==> config.mk <==
export PLATFORM = sky130hd
export DESIGN_NAME = base64_line_wrapped_encoder_top
export DESIGN_NICKNAME = d
export VERILOG_FILES = /design/src/rtl/b64lw_pkg.sv /design/src/rtl/b64lw_expand.sv /design/src/rtl/b64lw_serializer.sv /design/src/rtl/base64_line_wrapped_encoder_top.sv
export SDC_FILE = /design/constraint.sdc
export NUM_CORES = 1
export LEC_CHECK = 0
export BUFFER_PORTS_ARGS = -buffer_cell sky130_fd_sc_hd__buf_2
export CORE_AREA = 2 2 99 101
export DETAILED_ROUTE_END_ITERATION = 10
export DIE_AREA = 0 0 101 103
export GPL_TIMING_DRIVEN = 1
export SLEW_MARGIN = 20
export SYNTH_ARGS = -nofsm -noshare
export SYNTH_HDL_FRONTEND = slang
export SYNTH_SLANG_ARGS = --single-unit
==> constraint.sdc <==
create_clock -name clk_i -period 3.56 [get_ports clk_i]
set_input_delay 0.356 -clock clk_i [delete_from_list [all_inputs] [get_ports clk_i]]
set_output_delay 0.356 -clock clk_i [all_outputs]
set_load 0.01 [all_outputs]
==> src/rtl/b64lw_pkg.sv <==
// Types, constants and the character table for the line-wrapped base64 encoder.
// Used by every module under rtl; depends on nothing.
package b64lw_pkg;

  localparam int unsigned MAX_CHARS = 6;

  localparam logic [7:0] CHAR_PAD = 8'h2d;  // '-'
  localparam logic [7:0] CHAR_CR  = 8'h0d;
  localparam logic [7:0] CHAR_LF  = 8'h0a;

  localparam logic [0:63][7:0] B64_ALPHABET =
      "ABCDEFGHIJKLMNOPQRSTUVWXYZabcdefghijklmnopqrstuvwxyz0123456789._";

  typedef enum logic [1:0] {
    PHASE_FIRST,
    PHASE_SECOND,
    PHASE_THIRD
  } phase_e;

  typedef struct packed {
    logic [7:0] data_byte;
    logic       final_byte;
  } in_item_t;

  typedef struct packed {
    logic [7:0] out_char;
    logic       run_last;
    logic       message_end;
  } out_item_t;

  typedef struct packed {
    phase_e     group_phase;
    logic [3:0] leftover_bits;
    logic [3:0] groups_on_line;
  } enc_state_t;

  // All characters caused by one byte, first character in slot 0.
  typedef struct packed {
    logic [MAX_CHARS-1:0][7:0] chars;
    logic [2:0]                count;
    logic                      fin;
  } burst_t;

  function automatic logic [7:0] enc6(input logic [5:0] v);
    return B64_ALPHABET[v];
  endfunction

endpackage

==> src/rtl/b64lw_expand.sv <==
// Combinational encode of one byte into its burst of characters and the next state.
// Depends on b64lw_pkg.
module b64lw_expand import b64lw_pkg::*; #(
  parameter int GROUPS_PER_LINE = 15
) (
  input  in_item_t   item_i,
  input  enc_state_t state_i,
  output burst_t     burst_o,
  output enc_state_t state_o
);

  localparam logic [3:0] GplW = 4'(GROUPS_PER_LINE);

  logic [7:0] b;
  logic       fin;
  logic       group_done;
  logic [2:0] n;
  logic [3:0] line_cnt;
  logic       wrap;

  assign b   = item_i.data_byte;
  assign fin = item_i.final_byte;

  always_comb begin
    burst_o    = '0;
    state_o    = state_i;
    group_done = 1'b0;
    n          = 3'd1;
    case (state_i.group_phase)
      PHASE_SECOND: begin
        burst_o.chars[0]      = enc6({state_i.leftover_bits[1:0], b[7:4]});
        state_o.leftover_bits = b[3:0];
        state_o.group_phase   = PHASE_THIRD;
        if (fin) begin
          burst_o.chars[1] = enc6({b[3:0], 2'b00});
          burst_o.chars[2] = CHAR_PAD;
          n                = 3'd3;
          group_done       = 1'b1;
        end
      end
      PHASE_THIRD: begin
        burst_o.chars[0]      = enc6({state_i.leftover_bits, b[7:6]});
        burst_o.chars[1]      = enc6(b[5:0]);
        n                     = 3'd2;
        state_o.leftover_bits = 4'd0;
        state_o.group_phase   = PHASE_FIRST;
        group_done            = 1'b1;
      end
      default: begin
        burst_o.chars[0]      = enc6(b[7:2]);
        state_o.leftover_bits = {2'b00, b[1:0]};
        state_o.group_phase   = PHASE_SECOND;
        if (fin) begin
          burst_o.chars[1] = enc6({b[1:0], 4'b0000});
          burst_o.chars[2] = CHAR_PAD;
          burst_o.chars[3] = CHAR_PAD;
          n                = 3'd4;
          group_done       = 1'b1;
        end
      end
    endcase

    line_cnt = state_i.groups_on_line + 4'd1;
    wrap     = group_done && (line_cnt >= GplW);
    if (group_done) begin
      state_o.groups_on_line = wrap ? 4'd0 : line_cnt;
    end
    // Append CR LF right after the group's characters.
    if (wrap) begin
      for (int i = 0; i < MAX_CHARS; i++) begin
        if (3'(i) == n)        burst_o.chars[i] = CHAR_CR;
        if (3'(i) == n + 3'd1) burst_o.chars[i] = CHAR_LF;
      end
    end
    burst_o.count = wrap ? n + 3'd2 : n;
    burst_o.fin   = fin;

    // A final byte closes the message: the next one starts a new group with the line count cleared.
    if (fin) begin
      state_o.group_phase    = PHASE_FIRST;
      state_o.leftover_bits  = 4'd0;
      state_o.groups_on_line = 4'd0;
    end
  end

endmodule

==> src/rtl/b64lw_serializer.sv <==
// Result register: holds one burst of characters and shifts out one per beat.
// Depends on b64lw_pkg.
module b64lw_serializer import b64lw_pkg::*; (
  input  logic      clk_i,
  input  logic      rst_ni,
  input  logic      load_i,
  input  burst_t    burst_i,
  output logic      ready_o,
  output logic      out_valid_o,
  input  logic      out_stall_i,
  output out_item_t out_item_o
);

  logic [MAX_CHARS-1:0][7:0] chars_q, chars_d;
  logic [2:0]                count_q, count_d;
  logic                      fin_q, fin_d;
  logic                      out_accept;
  logic                      last_char;

  assign out_valid_o = (count_q != 3'd0);
  assign out_accept  = out_valid_o && !out_stall_i;
  assign last_char   = (count_q == 3'd1);
  assign ready_o     = !out_valid_o || (out_accept && last_char);

  assign out_item_o.out_char    = chars_q[0];
  assign out_item_o.run_last    = last_char;
  assign out_item_o.message_end = last_char && fin_q;

  always_comb begin
    chars_d = chars_q;
    count_d = count_q;
    fin_d   = fin_q;
    if (load_i) begin
      chars_d = burst_i.chars;
      count_d = burst_i.count;
      fin_d   = burst_i.fin;
    end else if (out_accept) begin
      // Advance to the next character of the burst.
      for (int i = 0; i < MAX_CHARS - 1; i++) begin
        chars_d[i] = chars_q[i+1];
      end
      chars_d[MAX_CHARS-1] = 8'd0;
      count_d              = count_q - 3'd1;
    end
  end

  always_ff @(posedge clk_i or negedge rst_ni) begin
    if (!rst_ni) begin
      count_q <= 3'd0;
    end else begin
      count_q <= count_d;
    end
  end

  always_ff @(posedge clk_i) begin
    chars_q <= chars_d;
    fin_q   <= fin_d;
  end

endmodule

==> src/rtl/base64_line_wrapped_encoder_top.sv <==
// Top level of the line-wrapped base64 encoder: input register, encoder state, result shifter.
// Depends on b64lw_pkg, b64lw_expand and b64lw_serializer.
//
// Each accepted byte yields 1 to 6 characters (alphabet A-Z a-z 0-9 . _, pad '-', CR LF after
// every GROUPS_PER_LINE groups), delivered one per cycle from the result shifter while
// out_stall_i is low: 1 or 2 for a middle byte and up to 4 for a final byte, plus 2 for a
// line break.
// The input register takes the next byte while the current burst drains, and the byte is
// encoded in the cycle its predecessor's last character leaves. An accepted byte passes through
// the input register and then the result register before its first character appears.
module base64_line_wrapped_encoder_top import b64lw_pkg::*; #(
  parameter int GROUPS_PER_LINE = 15
) (
  input  logic      clk_i,
  input  logic      rst_ni,
  input  logic      in_valid_i,
  output logic      in_stall_o,
  input  in_item_t  in_item_i,
  output logic      out_valid_o,
  input  logic      out_stall_i,
  output out_item_t out_item_o
);

  localparam logic [3:0] GplW = 4'(GROUPS_PER_LINE);

  in_item_t   in_q;
  logic       in_valid_q, in_valid_d;
  enc_state_t state_q, state_d;
  burst_t     burst;
  logic       ser_ready;
  logic       load;
  logic       in_accept;

  assign load       = in_valid_q && ser_ready;
  assign in_stall_o = in_valid_q && !load;
  assign in_accept  = in_valid_i && !in_stall_o;

  always_comb begin
    in_valid_d = in_valid_q;
    if (in_accept) begin
      in_valid_d = 1'b1;
    end else if (load) begin
      in_valid_d = 1'b0;
    end
  end

  b64lw_expand #(
    .GROUPS_PER_LINE(GROUPS_PER_LINE)
  ) u_expand (
    .item_i (in_q),
    .state_i(state_q),
    .burst_o(burst),
    .state_o(state_d)
  );

  b64lw_serializer u_serializer (
    .clk_i      (clk_i),
    .rst_ni     (rst_ni),
    .load_i     (load),
    .burst_i    (burst),
    .ready_o    (ser_ready),
    .out_valid_o(out_valid_o),
    .out_stall_i(out_stall_i),
    .out_item_o (out_item_o)
  );

  always_ff @(posedge clk_i or negedge rst_ni) begin
    if (!rst_ni) begin
      in_valid_q <= 1'b0;
      state_q    <= '{group_phase: PHASE_FIRST, leftover_bits: 4'd0, groups_on_line: 4'd0};
    end else begin
      in_valid_q <= in_valid_d;
      if (load) begin
        state_q <= state_d;
      end
    end
  end

  always_ff @(posedge clk_i) begin
    if (in_accept) begin
      in_q <= in_item_i;
    end
  end

  a_line_count_bound: assert property (@(posedge clk_i) disable iff (!rst_ni)
    state_q.groups_on_line < GplW)
    else $error("groups_on_line reached the line length");

  a_final_clears_state: assert property (@(posedge clk_i) disable iff (!rst_ni)
    load && in_q.final_byte |=>
      state_q.group_phase == PHASE_FIRST && state_q.leftover_bits == 4'd0 &&
      state_q.groups_on_line == 4'd0)
    else $error("final byte did not clear the encoder state");

  a_message_end_ends_run: assert property (@(posedge clk_i) disable iff (!rst_ni)
    out_valid_o && out_item_o.message_end |-> out_item_o.run_last)
    else $error("message_end on a character that is not the last of its byte");

  a_load_needs_free_output: assert property (@(posedge clk_i) disable iff (!rst_ni)
    load && out_valid_o |-> !out_stall_i && out_item_o.run_last)
    else $error("burst loaded over characters not yet delivered");

endmodule

==> results.py, run 1 <==
metrics = {
    "worst_setup_path": {
        "startpoint_type": "flip-flop",
        "cp-endpoint": "u_serializer.out_item_o[3]$_DFFE_PP_",
        "r2r_slack_ns": 0.94,
        "criticalPathCategory": "reg2reg",
        "r2r_end": "u_serializer.out_item_o[3]$_DFFE_PP_",
        "crit_fanout": 23,
        "end_kind": "flip-flop",
        "crit_arrival_ns": 2.71,
        "r2r_start": "in_q[4]$_DFFE_PP_",
        "r2r_cells": 7,
        "critPathLaunch": "in_q[4]$_DFFE_PP_",
        "crit_required_ns": 3.64,
    },
    "floorplan": {
        "dieArea_um2": 10400,
        "io_pins": 25,
        "core_um2": 9460,
        "die_h_um": 103,
        "start_util_pct": 43.5,
        "die_w_um": 101,
        "num_rows": 36,
    },
    "synthesis": {
        "synth_area_leaders": "edfxtp_1, ha_1, dfrtp_1, o21ai_0, nand2_1",
        "synth_top_area_share_pct": 27.7,
        "yosysTopAreaCell": "edfxtp_1",
        "synth.avg_cell_area_um2": 8.77,
        "synth-edff-count": 38,
        "synth_cell_types": 67,
        "syn_area_um2": 4110,
        "synth_top_family_by_area": "compound AO/OA/AOI/OAI gates",
        "synthCells": 469,
        "synthMostInstantiatedCell": "nand2_1",
        "synth-xor-area-share_pct": 1.28,
        "netlist_top_cells_count": "nand2_1, o21ai_0, edfxtp_1",
        "synth-simple-area-share_pct": 18.6,
        "seq_area_frac_synth_pct": 36.3,
        "ys_warn_count": 0,
        "synth_compound_area_share_pct": 26.1,
        "yosys.area_share.adder_pct": 8.82,
        "synth_top_flop_cell": "edfxtp_1",
        "async_flop_share_pct": 26.9,
        "synthMuxAreaShare_pct": 1.03,
        "ys_ff_latch": 52,
    },
    "clocking": {
        "cts_tree": "done",
        "htree_levels": 2,
        "cts_buffers": 5,
        "cts_root_buffer": "clkbuf_8",
        "clk_path_buf_depth": 2,
        "clock_latency_ns": 0.31,
        "post_cts_resized": 0,
        "path_clk_slew_ns": 0.10,
        "cts_setup_buffers": 0,
        "clock_sinks": 52,
        "cts.hold.buffers_added": 1,
    },
    "grt": {
        "track_usage_pct": 20.5,
        "antenna_found_initial": 0,
        "grt_pass1_vias": 3149,
        "grt_pass1_wl_mm": 16.8,
        "grt_overflow": 0,
        "grt_max_degree": 34,
    },
    "power": {
        "p_int_mw": 1.90,
        "peakVddDrop_mv": 0.426,
        "p_per_area_nw_per_um2": 827,
        "combPwrFrac_pct": 53.4,
        "seqPwrFrac_pct": 35.3,
        "p_switching_mw": 1.67,
        "leakage_nw": 1.68,
        "swShare_pct": 46.8,
        "pwr-share-clk_pct": 11.3,
    },
    "job": {
        "drv_cap": 0,
    },
    "place": {
        "gp_congestion": 0.907,
        "portBuffers": 23,
        "post-dp-hpwl_mm": 7.11,
        "place_area_um2": 4200,
    },
    "sta": {
        "fin_skew_ns": 0.00779,
        "drv_slew": 0,
        "period_share_pct": 73.7,
        "max_slew.worst_pin.slew_ns": 0.996,
        "relSlewSlack_pct": 33.6,
        "rsz0062_at_grt": "no",
        "setup_viol_count_final": 0,
        "fmax_mhz": 381,
        "finalCriticalPeriod_ns": 2.62,
        "hold_violations": 0,
        "setup_tns_ns": 0,
    },
    "route": {
        "initialDrtViolationCount": 353,
        "vias": 3552,
        "drt_wl_total_mm": 10.3,
        "ant_nets": 0,
        "viasPerCell": 6.13,
        "route.detailed.drc": 0,
        "dr.pass1.iters": 5,
        "wl_per_cell_um": 17.7,
    },
    "layout": {
        "diodes": 0,
        "areaGrowthSynthToFinish_pct": 4.87,
        "register_area_um2": 1490,
        "design_area_um2": 4310,
        "final_core_util_pct": 45.6,
        "drive_above_1_share_pct": 10.3,
        "n_fill_cell": 925,
        "final_net_count": 506,
        "multiInputGateArea_um2": 2300,
    },
    "outcome": {
        "status": "finished, final reports clean",
    },
    "min_path": {
        "min_path_type": "in2reg",
    },
}
==> cells in the final DEF (no fill, tap or decap), types with 3 or more instances in the layout <==
master | Yosys | final
and2_1 | 5 | 5
a211o_1 | 3 | 3
o21ai_0 | 40 | 40
nand3b_1 | 3 | 3
clkinv_1 | 3 | 3
and3_1 | 4 | 4
ha_1 | 29 | 29
nand2b_1 | 8 | 8
a21o_1 | 4 | 4
nor2_1 | 34 | 34
nand4_1 | 5 | 5
a31oi_1 | 16 | 16
edfxtp_1 | 38 | 38
buf_2 | 12 | 23
nor2b_1 | 9 | 9
o21a_1 | 5 | 5
buf_4 | 9 | 8
clkbuf_8 | 2 | 5
a221oi_1 | 5 | 5
o311a_1 | 4 | 4
o221ai_1 | 3 | 3
nand3_1 | 16 | 16
xnor2_1 | 6 | 6
a211oi_1 | 3 | 3
nand2_1 | 48 | 48
a21oi_1 | 25 | 25
dfrtp_1 | 14 | 14
nor4_1 | 4 | 4
nor3_1 | 8 | 8
inv_1 | 19 | 19
a22o_1 | 5 | 5
o211ai_1 | 14 | 14
==> worst max-delay path: stages (launching register included) <==
cell and delay, ns:
edfxtp_1 0.86, inv_1 0.33, ha_1 0.40, nand2_1 0.06
o21ai_0 0.08, a311o_1 0.19, nand3_1 0.13, a32o_1 0.33
==> metal layers <==
metal	vias to the layer above	track usage, %	wire (um)
li1	1717	-	-
met1	1672	30.1	4800
met2	145	31.6	4710
met3	18	3.19	603
met4	0	5.20	159
met5	-	0	0
==> stage by stage <==
| stage | total power [mW] | hold slack, ns | std cells | setup WS, ns |
|---|---|---|---|---|
| final | 3.57 | 0.210 | 579 | 0.937 |
| after global routing | 3.86 | 0.196 | 579 | 0.691 |
| after CTS | 3.56 | 0.203 | 579 | 0.976 |
| after detailed placement | 3.16 | 0.292 | 570 | 0.998 |
| after global placement | 3.13 | 0.281 | 570 | 1.01 |
| after floorplan | 2.69 | 0.0604 | 470 | 1.29 |
==> how the worst min path moves through the flow <==
stage,from,to,slack (ns),depth (start not counted)
after floorplan,rst_ni,in_valid_q$_DFFE_PN0P_,0.06,0
after global routing,in_item_i[3],in_q[3]$_DFFE_PP_,0.20,1
final,in_item_i[4],in_q[4]$_DFFE_PP_,0.21,1
after global placement,rst_ni,state_q[0]$_DFFE_PN0P_,0.28,1
after detailed placement,rst_ni,state_q[1]$_DFFE_PN0P_,0.29,1
after CTS,in_item_i[1],in_q[1]$_DFFE_PP_,0.20,1
==> registers in the layout, indices dropped and copies added (netlist names) <==
| signal | flops |
|---|---|
| u_serializer.chars_q | 21 |
| state_q | 10 |
| in_q | 9 |
| u_serializer.out_item_o | 7 |
| u_serializer.count_q | 3 |
| in_valid_q | 1 |
| u_serializer.fin_q | 1 |
==> area by class of cell <==
| cell class | instances | share of cell area (%) |
|---|---|---|
| inverter | 22 | 1.91 |
| sequential | 52 | 34.6 |
| timing repair buffer | 32 | 4.29 |
| clock inverter | 1 | 0.203 |
| clock buffer | 7 | 2.26 |
| multi-input combinational | 351 | 53.4 |
| tap | 114 | 3.31 |
==> power by group through the flow <==
| stage | logic (mW) | clock network [mW] | registers (mW) |
|---|---|---|---|
| floorplan | 1.56 | 0 | 1.13 |
| finish | 1.91 | 0.402 | 1.26 |
| global route | 2.13 | 0.435 | 1.30 |
| CTS | 1.90 | 0.415 | 1.25 |
| global placement | 1.87 | 0 | 1.27 |
| detailed placement | 1.89 | 0 | 1.27 |
==> logic make-up after synthesis <==
logic type | Yosys count
flops | 52
fa+ha+maj | 29
buf+inv | 67
compound gates | 155
mux | 3
simple gates | 156
other cells | 1
xor+xnor | 6
Note: power is estimated with default switching activity, not from simulation.
==> run 2, diff against run 1 <==
--- a/config.mk
+++ b/config.mk
@@ -5,6 +5,7 @@
 export SDC_FILE = /design/constraint.sdc
 export NUM_CORES = 1
 export LEC_CHECK = 0
+export ABC_AREA = 1
 export BUFFER_PORTS_ARGS = -buffer_cell sky130_fd_sc_hd__buf_2
 export CORE_AREA = 2 2 99 101
 export DETAILED_ROUTE_END_ITERATION = 10
==> constraint.sdc (replaced) <==
create_clock -name clk_i -period 2.5 [get_ports clk_i]
set_input_delay 0.25 -clock clk_i [delete_from_list [all_inputs] [get_ports clk_i]]
set_output_delay 0.25 -clock clk_i [all_outputs]
set_load 0.01 [all_outputs]
==> results.py, run 2 <==
metrics = {
    "outcome": {
        "status": "finished, final reports clean",
    },
    "sta": {
        "max_slew.worst_pin.slew_ns": 0.501,
        "setup_tns_ns": 0,
        "drv_slew": 0,
        "fin_skew_ns": 0.00493,
        "setup_viol_count_final": 0,
        "period_share_pct": 81.7,
        "finalCriticalPeriod_ns": 2.04,
        "rsz0062_at_grt": "no",
        "hold_violations": 0,
        "fmax_mhz": 490,
        "relSlewSlack_pct": 66.6,
        "layout_setup_ws_ns": 0.458,
    },
    "job": {
        "drv_cap": 0,
    },
    "grt": {
        "track_usage_pct": 21.1,
        "antenna_found_initial": 0,
        "grt_pass1_wl_mm": 17.2,
        "grt_overflow": 0,
        "grt_max_degree": 27,
        "grt_pass1_vias": 3609,
    },
    "layout": {
        "final_cell_mix": "nand2_1, nand3_1, inv_1, nor2_1, edfxtp_1",
        "final_common_cell": "nand2_1",
        "largest_reg_flops": 21,
        "top_regs": "u_serializer.chars_q (21), state_q (10), in_q (9)",
        "final_core_util_pct": 46.4,
        "drive_above_1_share_pct": 10.4,
        "final_net_count": 640,
        "layout.cells.non_filler": 713,
        "areaGrowthSynthToFinish_pct": 7.44,
        "diodes": 0,
        "top_register": "u_serializer.chars_q",
    },
    "floorplan": {
        "io_pins": 25,
        "die_w_um": 101,
        "core_um2": 9460,
        "start_util_pct": 43.2,
        "dieArea_um2": 10400,
        "num_rows": 36,
        "die_h_um": 103,
    },
    "synthesis": {
        "syn_area_um2": 4090,
        "ys_warn_count": 0,
        "synthCells": 583,
        "synth_area_leaders": "edfxtp_1, nand2_1, ha_1, nand3_1, dfrtp_1",
        "synth_top_flop_cell": "edfxtp_1",
        "yosysTopAreaCell": "edfxtp_1",
        "ys_ff_latch": 52,
        "synth.avg_cell_area_um2": 7.01,
        "seq_area_frac_synth_pct": 36.5,
        "async_flop_share_pct": 26.9,
        "netlist_top_cells_count": "nand2_1, nand3_1, inv_1",
        "synth_top_area_share_pct": 27.9,
        "synthMostInstantiatedCell": "nand2_1",
        "synth_cell_types": 35,
        "synth-edff-count": 38,
    },
    "worst_setup_path": {
        "r2r_start": "state_q[8]$_DFFE_PN0N_",
        "end_kind": "flip-flop",
        "crit_path_frequent_cell": "nand2_1",
        "crit_fanout": 12,
        "crit_family": "simple AND/OR/NAND/NOR gates",
        "r2r_slack_ns": 0.46,
        "cp_num_buf_inv": 1,
        "slowest_stage": "ha_1",
        "crit_required_ns": 2.58,
        "r2r_end": "u_serializer.out_item_o[3]$_DFFE_PP_",
        "crit_arrival_ns": 2.13,
        "criticalPathCategory": "reg2reg",
        "cpPeakStageDelay_ns": 0.47,
        "startpoint_type": "flip-flop",
        "r2r_cells": 8,
        "cp_cell_sequence": "inv_1, ha_1, nor2_1, nand4_1, nand2_1, nor2_1, nand2_1, nand2_1",
    },
    "clocking": {
        "clock_latency_ns": 0.31,
        "cts_setup_buffers": 0,
        "clk_path_buf_depth": 2,
        "cts_root_buffer": "clkbuf_8",
        "htree_levels": 2,
        "path_clk_slew_ns": 0.10,
        "cts_tree": "done",
        "clock_sinks": 52,
        "cts_buffers": 5,
    },
    "min_path": {
        "holdPathEnd": "in_q[0]$_DFFE_PP_",
        "min_path_type": "in2reg",
        "hold_depth": 1,
        "hp-start": "in_item_i[0]",
    },
    "route": {
        "initialDrtViolationCount": 218,
        "route.detailed.drc": 0,
        "drt_wl_total_mm": 10.7,
        "ant_nets": 0,
        "dr.pass1.iters": 6,
        "wl_per_cell_um": 15.0,
        "vias": 3849,
        "viasPerCell": 5.40,
    },
    "power": {
        "peakVddDrop_mv": 0.612,
        "leakage_nw": 2.13,
        "p_per_area_nw_per_um2": 1070,
    },
    "place": {
        "dp_cells": 704,
        "portBuffers": 23,
        "post-dp-hpwl_mm": 8.06,
        "dp_slack_ns": 0.496,
        "gp_congestion": 0.914,
    },
}
[run 2: cell count changes after synthesis, moves of 7 or more]
cell and change:
a31oi_1 -15, buf_1 -7, clkbuf_1 -10, inv_1 +34, nand2_1 +154, nand2b_1 -8
nand3_1 +56, nor2_1 +8, nor2b_1 -9, o211ai_1 -12, o21ai_0 -7, o21ai_1 +9
[run 2: logic make-up after synthesis]
logic type	synth area share (%)
fa+ha+maj	8.87
flops	36.5
buf+inv	9.98
xor+xnor	0.214
compound gates	9.82
simple gates	34.5
other cells	0.0917
[run 2: worst max path at each step]
stage                                              from                                   end  slack (ns)  cells after the start
floorplan           u_serializer.count_q[0]$_DFFE_PN0P_    u_serializer.chars_q[10]$_DFFE_PP_        0.67                      8
global placement                      in_q[6]$_DFFE_PP_  u_serializer.out_item_o[3]$_DFFE_PP_        0.55                      8
detailed placement  u_serializer.count_q[1]$_DFFE_PN0P_  u_serializer.out_item_o[5]$_DFFE_PP_        0.50                      9
CTS                 u_serializer.count_q[1]$_DFFE_PN0P_    u_serializer.chars_q[11]$_DFFE_PP_        0.48                      9
global route                     state_q[8]$_DFFE_PN0N_  u_serializer.out_item_o[3]$_DFFE_PP_        0.31                      8
finish                           state_q[8]$_DFFE_PN0N_  u_serializer.out_item_o[3]$_DFFE_PP_        0.46                      8
[run 2: cell type report]
class	instances	area [um2]
Inverter	60	228
Multi-Input combinational cell	441	2190
Fill cell	961	5070
Clock inverter	3	26.3
Sequential cell	52	1490
Tap cell	114	143
Clock buffer	5	68.8
Timing Repair Buffer	38	243
[run 2: per-layer routing]
metal | global-route usage (%) | part of all wire [%]
met5 | 0 | 0
met4 | 8.63 | 3.1
met3 | 2.31 | 3.5
met2 | 38.7 | 51
met1 | 25.2 | 43
[run 2: per-stage QoR]
stage	total power [mW]	hold WS, ns	area [um2]
2_1_floorplan	3.53	-0.0456	4090
3_3_place_gp	4.16	0.177	4290
3_5_place_dp	4.19	0.176	4290
4_1_cts	4.70	0.102	4390
5_1_grt	5.13	0.101	4390
6_report	4.70	0.107	4390
[run 2: what timing repair did]
action / 4_1_cts / 5_1_grt
resized for setup: 0 / 0
hold buffers: 1 / 0
hold endpoints to repair: 14 / 0
[run 2: power breakdown]
part	leakage (nW)	total (mW)	switching, mW	internal (mW)
Clock	0.0423	0.514	0.309	0.204
Sequential	0.555	1.60	0.187	1.42
Combinational	1.53	2.58	1.75	0.834
==> run 3, diff against run 2 <==
==> constraint.sdc (replaced) <==
create_clock -name clk_i -period 2.15 [get_ports clk_i]
set_input_delay 0.215 -clock clk_i [delete_from_list [all_inputs] [get_ports clk_i]]
set_output_delay 0.215 -clock clk_i [all_outputs]
set_load 0.01 [all_outputs]
==> results.py, run 3 (synthesized netlist as in run 2, its figures left out) <==
metrics = {
    "grt": {
        "grt_max_degree": 27,
        "grt_pass1_wl_mm": 17.1,
        "grt_pass1_vias": 3625,
        "grt_overflow": 0,
        "track_usage_pct": 21.0,
        "antenna_found_initial": 0,
    },
    "power": {
        "leakage_nw": 2.18,
        "peakVddDrop_mv": 0.924,
        "p_per_area_nw_per_um2": 1230,
        "finalPower_mw": 5.50,
    },
    "clocking": {
        "clk_path_buf_depth": 2,
        "cts_buffers": 5,
        "cts_root_buffer": "clkbuf_8",
        "htree_levels": 2,
        "cts_tree": "done",
        "path_clk_slew_ns": 0.10,
        "clock_sinks": 52,
        "clock_latency_ns": 0.32,
    },
    "min_path": {
        "hp-start": "in_item_i[8]",
        "holdPathEnd": "in_q[8]$_DFFE_PP_",
        "min_path_type": "in2reg",
        "hold_depth": 1,
    },
    "floorplan": {
        "core_um2": 9460,
        "num_rows": 36,
        "die_w_um": 101,
        "dieArea_um2": 10400,
        "start_util_pct": 43.2,
        "die_h_um": 103,
        "io_pins": 25,
    },
    "route": {
        "viasPerCell": 5.30,
        "initialDrtViolationCount": 184,
        "ant_nets": 0,
        "vias": 3826,
        "drt_wl_total_mm": 10.3,
        "dr.pass1.iters": 5,
        "wl_per_cell_um": 14.3,
        "route.detailed.drc": 0,
    },
    "place": {
        "dp_slack_ns": 0.234,
        "portBuffers": 23,
        "gp_congestion": 0.925,
        "post-dp-hpwl_mm": 7.88,
    },
    "worst_setup_path": {
        "crit_required_ns": 2.18,
        "r2r_cells": 9,
        "r2r_start": "u_serializer.count_q[1]$_DFFE_PN0P_",
        "cp_cell_sequence": "inv_1, ha_1, nand2_2, o21ai_2, nand2_4, inv_4, nor2_1, inv_2, buf_12",
        "r2r_slack_ns": 0.23,
        "slowest_stage": "dfrtp_1",
        "crit_arrival_ns": 1.95,
        "cpPeakStageDelay_ns": 0.39,
        "end_kind": "flip-flop",
        "r2r_end": "u_serializer.chars_q[25]$_DFFE_PP_",
        "criticalPathCategory": "reg2reg",
        "crit_fanout": 26,
        "startpoint_type": "flip-flop",
    },
    "layout": {
        "largest_reg_flops": 21,
        "final_cell_mix": "nand2_1, nand3_1, inv_1, nor2_1, edfxtp_1",
        "drive_above_1_share_pct": 11.8,
        "areaGrowthSynthToFinish_pct": 9.03,
        "final_common_cell": "nand2_1",
        "diodes": 0,
        "final_net_count": 649,
        "top_register": "u_serializer.chars_q",
        "top_regs": "u_serializer.chars_q (21), state_q (10), in_q (9)",
    },
    "sta": {
        "finalCriticalPeriod_ns": 1.92,
        "holdWs_ns": 0.0607,
        "rsz0062_at_grt": "no",
        "drv_slew": 0,
        "fmax_mhz": 522,
        "setup_viol_count_final": 0,
        "hold_violations": 0,
        "setup_tns_ns": 0,
        "period_share_pct": 89.2,
        "layout_setup_ws_ns": 0.233,
        "fin_skew_ns": 0.00459,
    },
    "outcome": {
        "status": "finished, final reports clean",
    },
    "job": {
        "drv_cap": 0,
    },
}
[run 3: cell types whose count changed in the layout (fill, tap and decap cells not counted), sizes merged]
cell	delta
clkinv	+1
buf	+9
clkinvlp	-1
[run 3: critical path: cells and delay by family, from the launching register on]
family,cells,cell delay (ns)
DFF,1,0.39
adders and majority gates,1,0.17
buffers and inverters,4,0.60
AOI/OAI and AO/OA,1,0.17
and+or+nand+nor,3,0.29
[run 3: area by class of cell]
| type | count | area, um2 |
|---|---|---|
| clock buffers | 5 | 68.8 |
| clock inverters | 3 | 21.3 |
| fillers | 989 | 5000 |
| inverters | 60 | 228 |
| multi-input cells | 441 | 2200 |
| flip-flops and latches | 52 | 1490 |
| well taps | 114 | 143 |
| repair buffers | 47 | 310 |
[run 3: through the flow]
stage | utilization (%) | area [um2] | cells
after floorplan | - | 4090 | 584
after global placement | 46.0 | 4360 | 713
after detailed placement | 46.0 | 4360 | 713
after CTS | 47.1 | 4460 | 722
after global routing | 47.1 | 4460 | 722
final | 47.1 | 4460 | 722
[run 3: where the power goes]
group	internal (mW)	leakage, nW	switching, mW	total [mW]
sequential	1.65	0.555	0.197	1.84
clock	0.232	0.0445	0.358	0.590
combinational	1.04	1.58	2.03	3.07
[run 3: what timing repair did]
| item | in CTS | in global routing |
|---|---|---|
| endpoints found under the setup margin | 0 | 1 |
| hold endpoints to repair | 14 | 0 |
| gates resized for setup | 0 | 1 |
| buffers inserted | 0 | 0 |
| hold buffers | 1 | 0 |
[run 3: worst max-delay path by stage]
stage	startpoint	endpoint	slack, ns	cells past startpoint
floorplan	u_serializer.count_q[0]$_DFFE_PN0P_	u_serializer.chars_q[10]$_DFFE_PP_	0.32	8
global placement	state_q[8]$_DFFE_PN0N_	u_serializer.out_item_o[3]$_DFFE_PP_	0.26	8
detailed placement	state_q[8]$_DFFE_PN0N_	u_serializer.out_item_o[3]$_DFFE_PP_	0.23	8
CTS	state_q[8]$_DFFE_PN0N_	u_serializer.out_item_o[3]$_DFFE_PP_	0.21	8
global route	u_serializer.count_q[1]$_DFFE_PN0P_	u_serializer.chars_q[11]$_DFFE_PP_	0.07	9
finish	u_serializer.count_q[1]$_DFFE_PN0P_	u_serializer.chars_q[25]$_DFFE_PP_	0.23	9
[run 3: metal layers]
metal	GRT usage [%]	part of all wire [%]	up-vias
met2	39.8	52	108
met1	24.1	41	1772
met4	7.59	2.1	0
met5	0	0	-
met3	3.05	5.1	15
li1	-	-	1931
